### config.mk
export PLATFORM = sky130hd
export DESIGN_NAME = scsp_ctrl
export DESIGN_NICKNAME = d
export VERILOG_FILES = /design/src/hdl/scsp_pkg.sv /design/src/hdl/scsp_ctrl.sv
export VERILOG_INCLUDE_DIRS = /design/src /design/src/hdl
export SDC_FILE = /design/constraint.sdc
export NUM_CORES = 1
export LEC_CHECK = 0
export BUFFER_PORTS_ARGS = -buffer_cell sky130_fd_sc_hd__buf_2
export CAP_MARGIN = 20
export CORE_MARGIN = 2
export CORE_UTILIZATION = 42
export CTS_CLUSTER_SIZE = 40
export DETAILED_ROUTE_END_ITERATION = 10
export GPL_TIMING_DRIVEN = 0
export PLACE_DENSITY_LB_ADDON = 0.08
export RECOVER_POWER = 100
export SETUP_SLACK_MARGIN = 0.02
export SLEW_MARGIN = 5
export SYNTH_ARGS = -nofsm -noshare
export SYNTH_HDL_FRONTEND = slang
export SYNTH_SLANG_ARGS = --single-unit
### constraint.sdc
create_clock -name clk -period 1.6 [get_ports clk]
set_input_delay 0.16 -clock clk [delete_from_list [all_inputs] [get_ports clk]]
set_output_delay 0.16 -clock clk [all_outputs]
set_load 0.01 [all_outputs]
### src/hdl/segment_cache_slot_policy_defines.svh
// ----------------------------------------------------------------------------
// Segment cache slot policy: assertion macros
// Shared assertion shorthands; each expects clk and rst_n in scope.
// ----------------------------------------------------------------------------
`ifndef SEGMENT_CACHE_SLOT_POLICY_DEFINES_SVH
`define SEGMENT_CACHE_SLOT_POLICY_DEFINES_SVH

// A property that must hold at every clock edge outside reset.
`define SCSP_ASSERT_ALWAYS(lbl, prop, msg) \
  lbl: assert property (@(posedge clk) disable iff (!rst_n) (prop)) else $error(msg);

// A condition that must be followed in the next cycle by a consequence.
`define SCSP_ASSERT_NEXT(lbl, ante, cons, msg) \
  lbl: assert property (@(posedge clk) disable iff (!rst_n) (ante) |=> (cons)) \
    else $error(msg);

`endif

### src/hdl/scsp_pkg.sv
// ----------------------------------------------------------------------------
// scsp_pkg
// Types, constants and codes shared by the segment cache slot policy block.
// ----------------------------------------------------------------------------
package scsp_pkg;

  // Geometry.
  localparam int SEG_SHIFT    = 20;
  localparam int SEG_BYTES    = 1 << SEG_SHIFT;
  localparam int MAX_SEGMENTS = 4096;
  localparam int MAX_SLOTS    = 256;
  localparam int SEG_W        = 12;
  localparam int SLOT_W       = 8;
  localparam int CNT_W        = 13;
  localparam int SIZE_W       = 33;
  localparam int STAMP_W      = 40;
  localparam int WAIT_W       = 8;

  // Configuration register indexes.
  localparam logic [1:0] REG_TOTAL_SIZE = 2'd0;
  localparam logic [1:0] REG_SLOT_COUNT = 2'd1;

  typedef enum logic [1:0] {
    KIND_STORE, KIND_READ, KIND_RELEASE, KIND_CLEAR
  } kind_t;

  typedef enum logic [2:0] {
    RS_STORED, RS_BUSY, RS_HIT, RS_MISS, RS_EMPTY, RS_BAD_SEG, RS_DONE
  } status_t;

  typedef struct packed {
    kind_t               kind;
    logic [SEG_W-1:0]    segment;
    logic [31:0]         start_offset;
    logic [SIZE_W-1:0]   read_length;
  } in_item_t;

  typedef struct packed {
    status_t             status;
    logic [SLOT_W-1:0]   slot_index;
    logic                evicted_valid;
    logic [SEG_W-1:0]    evicted_segment;
    logic [SEG_W-1:0]    miss_segment;
    logic                seek_request;
    logic                all_stored;
  } out_item_t;

  // One word of the per-segment table.
  typedef struct packed {
    logic                res;
    logic                once;
    logic [SLOT_W-1:0]   slot;
    logic [WAIT_W-1:0]   waiters;
  } seg_entry_t;

  typedef enum logic [3:0] {
    ST_CLEAR, ST_IDLE, ST_DECODE, ST_ENTRY, ST_FREE, ST_EVICT, ST_VICTIM,
    ST_COMMIT, ST_RSCAN, ST_MISS, ST_STAMP, ST_SERVE, ST_RESP
  } ctrl_state_t;

  typedef enum logic [3:0] {
    OP_NONE, OP_CLEAR, OP_DECODE, OP_ENTRY, OP_FREE, OP_EVICT, OP_VICTIM,
    OP_COMMIT, OP_RSCAN, OP_MISS, OP_STAMP, OP_SERVE, OP_RESP
  } dp_op_t;

  typedef struct packed {
    dp_op_t op;
    logic   take_item;
  } dp_cmd_t;

  typedef struct packed {
    kind_t kind;
    logic  dec_done;
    logic  ent_res;
    logic  clr_last;
    logic  free_found;
    logic  free_none;
    logic  scan_done;
    logic  scan_miss;
    logic  ev_have;
    logic  out_free;
    logic  cfg_clear;
  } dp_stat_t;

endpackage

### src/hdl/scsp_ctrl.sv
// ----------------------------------------------------------------------------
// scsp_ctrl
// Sequencer for the slot policy: steps the datapath through each event.
// ----------------------------------------------------------------------------
`include "segment_cache_slot_policy_defines.svh"

module scsp_ctrl (
  input  logic               clk,
  input  logic               rst_n,
  input  logic               in_valid,
  output logic               in_ready,
  input  scsp_pkg::dp_stat_t stat,
  output scsp_pkg::dp_cmd_t  cmd
);

  scsp_pkg::ctrl_state_t state_r, state_nxt;
  logic clr_resp_r, clr_resp_nxt;

  // State registers.
  always_ff @(posedge clk) begin
    if (!rst_n) begin
      state_r    <= scsp_pkg::ST_CLEAR;
      clr_resp_r <= 1'b0;
    end else begin
      state_r    <= state_nxt;
      clr_resp_r <= clr_resp_nxt;
    end
  end

  // Next state.
  always_comb begin
    state_nxt    = state_r;
    clr_resp_nxt = clr_resp_r;
    case (state_r)
      scsp_pkg::ST_CLEAR: begin
        if (stat.clr_last) begin
          state_nxt    = clr_resp_r ? scsp_pkg::ST_RESP : scsp_pkg::ST_IDLE;
          clr_resp_nxt = 1'b0;
        end
      end
      scsp_pkg::ST_IDLE: begin
        if (in_valid) state_nxt = scsp_pkg::ST_DECODE;
      end
      scsp_pkg::ST_DECODE: begin
        if (stat.kind == scsp_pkg::KIND_CLEAR) begin
          state_nxt    = scsp_pkg::ST_CLEAR;
          clr_resp_nxt = 1'b1;
        end else if (stat.dec_done) begin
          state_nxt = scsp_pkg::ST_RESP;
        end else if (stat.kind == scsp_pkg::KIND_READ) begin
          state_nxt = scsp_pkg::ST_RSCAN;
        end else begin
          state_nxt = scsp_pkg::ST_ENTRY;
        end
      end
      scsp_pkg::ST_ENTRY: begin
        if (stat.kind != scsp_pkg::KIND_STORE) state_nxt = scsp_pkg::ST_RESP;
        else if (stat.ent_res) state_nxt = scsp_pkg::ST_COMMIT;
        else state_nxt = scsp_pkg::ST_FREE;
      end
      scsp_pkg::ST_FREE: begin
        if (stat.free_found) state_nxt = scsp_pkg::ST_COMMIT;
        else if (stat.free_none) state_nxt = scsp_pkg::ST_EVICT;
      end
      scsp_pkg::ST_EVICT: begin
        if (stat.scan_done)
          state_nxt = stat.ev_have ? scsp_pkg::ST_VICTIM : scsp_pkg::ST_RESP;
      end
      scsp_pkg::ST_VICTIM: state_nxt = scsp_pkg::ST_COMMIT;
      scsp_pkg::ST_COMMIT: state_nxt = scsp_pkg::ST_RESP;
      scsp_pkg::ST_RSCAN: begin
        if (stat.scan_miss) state_nxt = scsp_pkg::ST_MISS;
        else if (stat.scan_done) state_nxt = scsp_pkg::ST_STAMP;
      end
      scsp_pkg::ST_MISS:  state_nxt = scsp_pkg::ST_RESP;
      scsp_pkg::ST_STAMP: begin
        if (stat.scan_done) state_nxt = scsp_pkg::ST_SERVE;
      end
      scsp_pkg::ST_SERVE: state_nxt = scsp_pkg::ST_RESP;
      scsp_pkg::ST_RESP: begin
        if (stat.out_free) state_nxt = scsp_pkg::ST_IDLE;
      end
      default: state_nxt = scsp_pkg::ST_CLEAR;
    endcase
    // A register write restarts the clearing pass from any state.
    if (stat.cfg_clear) begin
      state_nxt    = scsp_pkg::ST_CLEAR;
      clr_resp_nxt = 1'b0;
    end
  end

  // Commands to the datapath.
  always_comb begin
    in_ready      = (state_r == scsp_pkg::ST_IDLE);
    cmd.take_item = in_ready && in_valid;
    case (state_r)
      scsp_pkg::ST_CLEAR:  cmd.op = scsp_pkg::OP_CLEAR;
      scsp_pkg::ST_DECODE: cmd.op = scsp_pkg::OP_DECODE;
      scsp_pkg::ST_ENTRY:  cmd.op = scsp_pkg::OP_ENTRY;
      scsp_pkg::ST_FREE:   cmd.op = scsp_pkg::OP_FREE;
      scsp_pkg::ST_EVICT:  cmd.op = scsp_pkg::OP_EVICT;
      scsp_pkg::ST_VICTIM: cmd.op = scsp_pkg::OP_VICTIM;
      scsp_pkg::ST_COMMIT: cmd.op = scsp_pkg::OP_COMMIT;
      scsp_pkg::ST_RSCAN:  cmd.op = scsp_pkg::OP_RSCAN;
      scsp_pkg::ST_MISS:   cmd.op = scsp_pkg::OP_MISS;
      scsp_pkg::ST_STAMP:  cmd.op = scsp_pkg::OP_STAMP;
      scsp_pkg::ST_SERVE:  cmd.op = scsp_pkg::OP_SERVE;
      scsp_pkg::ST_RESP:   cmd.op = stat.out_free ? scsp_pkg::OP_RESP : scsp_pkg::OP_NONE;
      default:             cmd.op = scsp_pkg::OP_NONE;
    endcase
  end

  // An accepted beat is decoded in the following cycle unless a register write comes with it.
  `SCSP_ASSERT_NEXT(a_take_decode, cmd.take_item && !stat.cfg_clear, state_r == scsp_pkg::ST_DECODE, "accepted beat not decoded")

endmodule

==> metrics.csv <==
metric,value,unit
period_share,108,%
instances_no_fill,122,
firstDrtPassIters,4,
synth_area,549,um2
irDropWorstVdd,0.409,mV
wl,1.77,mm
ctsHoldBuffers,0,
synth-compound-area-share,41.0,%
grt_pass1_vias,607,
grt_pass1_wl,2.60,mm
port_buffers,20,
routabilityCongestion,0.828,
end_kind,register,
track_usage,24.2,%
drt-wirelength-per-cell,14.5,um
routed-via-count,731,
rows,13,
worstPathArrival,1.89,ns
core,0.00125,mm2
syn-num-nets,94,
clk_pin_slew,0.05,ns
setup_violations,5,
cts_sinks,5,
slew_viol_final,0,
synth_area_leaders,"dfxtp_1 18%, a21oi_1 9.1%, nand2_1 4.8%, nor2_1 4.1%, nor3_1 3.6%",
dp.final_hpwl,1.27,mm
worst_slack,-0.136,ns
mostFrequentLayoutCell,buf_2,
worstHoldEndpoint,clr_resp_r,
n_antenna_cell,0,
antenna_found_initial,0,
yosysSeqAreaShare,18.2,%
ctsLongestPathBuffers,2,
cts_root_buffer,clkbuf_4,
hold_path.class,input pin to register,
dieArea,0.00161,mm2
start_kind,register,
hold_start,stat[7],
cpPeakStageDelay,0.42,ns
worst-setup-path-type,register to register,
synthXorXnorAreaFrac,1.59,%
crit_buf_inv,0,
slowest_stage,or4_4,
power_density,762,mW/mm2
synth_mux_area_share,0,%
required,1.75,ns
htree_levels,1,
final_util,59.7,%
synth_top_family_by_area,compound AO/OA/AOI/OAI gates,
rr_startpoint,state_r[1],
cp_top_family,simple AND/OR/NAND/NOR gates,
reg2reg_depth,5,
cts_tree,built,
clk_latency,0.25,ns
max_freq,576,MHz
ys_warn_count,0,
hold_depth,2,
hold_viol_final,0,
synth-seq-cells,5,
drive_gt1_share,36.4,%
layout_common_cells,"19 x buf_2, 9 x a21oi_1, 7 x nand2_1",
ios,21,
min_period,1.74,ns
cap_violations,0,
nNetsFinal,123,
drt_iter0_markers,15,
cts_made_buffers,3,
status,finished with violations,
rsz0062_at_grt,yes,
area_growth_syn_to_layout,36.2,%
grt_overflow_total,0,
power.leakage,0.301,nW
dp_cells,114,
hold_slack,0.154,ns
yosysUniqueCellTypes,36,
synth_flop_cell,dfxtp_1,
violations,setup timing,
start_util,43.9,%
async_reset_ff_share,0,%
yosys.area_share.simple,32.3,%
fin_tns_setup,-0.417,ns
synthCells,79,
relSlewSlack,68.1,%
crit_fanout,7,
synth_area_per_cell,6.95,um2
clock-skew-final,0.0109,ns
synth_edf_count,0,
synth_top_area_share,18.2,%
tightest_slew,0.479,ns
drc,0,
synthAdderAreaFrac,0,%
rrSetupSlack,-0.14,ns
path_cells,or2_4 > or4_4 > o41a_1 > and3_4 > a221oi_2,
ant_nets,0,
r2r_end,state_r[0],
die_h,40.2,um
fp.dieW,40.2,um
grt_max_degree,11,
viasPerCell,5.99,
synth_top_cell_by_area,dfxtp_1,
logic make-up (layout without fill, tap and decap cells):
family                 count (synthesis)  after routing
flip-flops                             5              5
AND/OR/NAND/NOR                       33             33
AO/OA/AOI/OAI                         31             31
buffers and inverters                  9             37
XOR/XNOR                               1              1
metal layers:
metal / track usage, % / vias to the layer above / wire length (um)
li1: - / 358 / -
met1: 29.7 / 340 / 724
met2: 41.9 / 33 / 894
met3: 9.44 / 0 / 146
met4: 0 / 0 / 0
met5: 0 / - / 0
worst reg2reg max path: cells and delay by family, from the launching register on:
family / cells / cell delay [ns]
and+or+nand+nor: 3 / 0.86
AOI/OAI and AO/OA: 2 / 0.42
DFF: 1 / 0.36
sequential cells by signal, summed over array words and instances (netlist names):
register / flops
state_r: 4
clr_resp_r: 1
cell type report:
type,instances,area (um2)
clock buffer,4,26.3
buffer,4,15.0
sequential,5,110
inverter,4,15.0
timing repair buffer,25,136
fill,135,504
tap,15,18.8
multi-input combinational,65,427
how the worst max path moves through the flow:
stage                           from    endpoint  slack [ns]  cells past startpoint
after floorplan           state_r[3]  state_r[2]      -0.004                      5
after global placement    state_r[0]  state_r[0]        -0.1                      6
after detailed placement  state_r[0]  state_r[0]       -0.11                      6
after CTS                 state_r[0]  state_r[0]       -0.10                      6
after global routing      state_r[3]  state_r[0]       -0.18                      5
final                     state_r[1]  state_r[0]       -0.14                      5
what timing repair did:
item	CTS	global route
pin swaps	2	4
setup buffers	3	2
gates resized for setup	4	6
endpoints found under the setup margin	8	8
endpoints found under the hold margin	0	0
cell usage after synthesis, types with 3 or more instances:
cell and number:
a21oi_1 10, clkbuf_1 4, dfxtp_1 5, inv_1 4, nand2_1 7, nand2b_1 3, nor2_1 6, nor3_1 4
o21ai_0 3
power by group:
group	switching, mW	internal, mW
registers	0.0166	0.135
logic	0.143	0.121
clock network	0.0599	0.0949
metrics by stage:
stage                     setup WS (ns)  power [mW]  instance area (um2)
after floorplan                -0.00393       0.312                  557
after global placement          -0.0954       0.382                  676
after detailed placement         -0.109       0.384                  676
after CTS                        -0.103       0.558                  733
after global routing             -0.180       0.605                  748
final                            -0.136       0.570                  748
(Power assumes the default switching activity.)
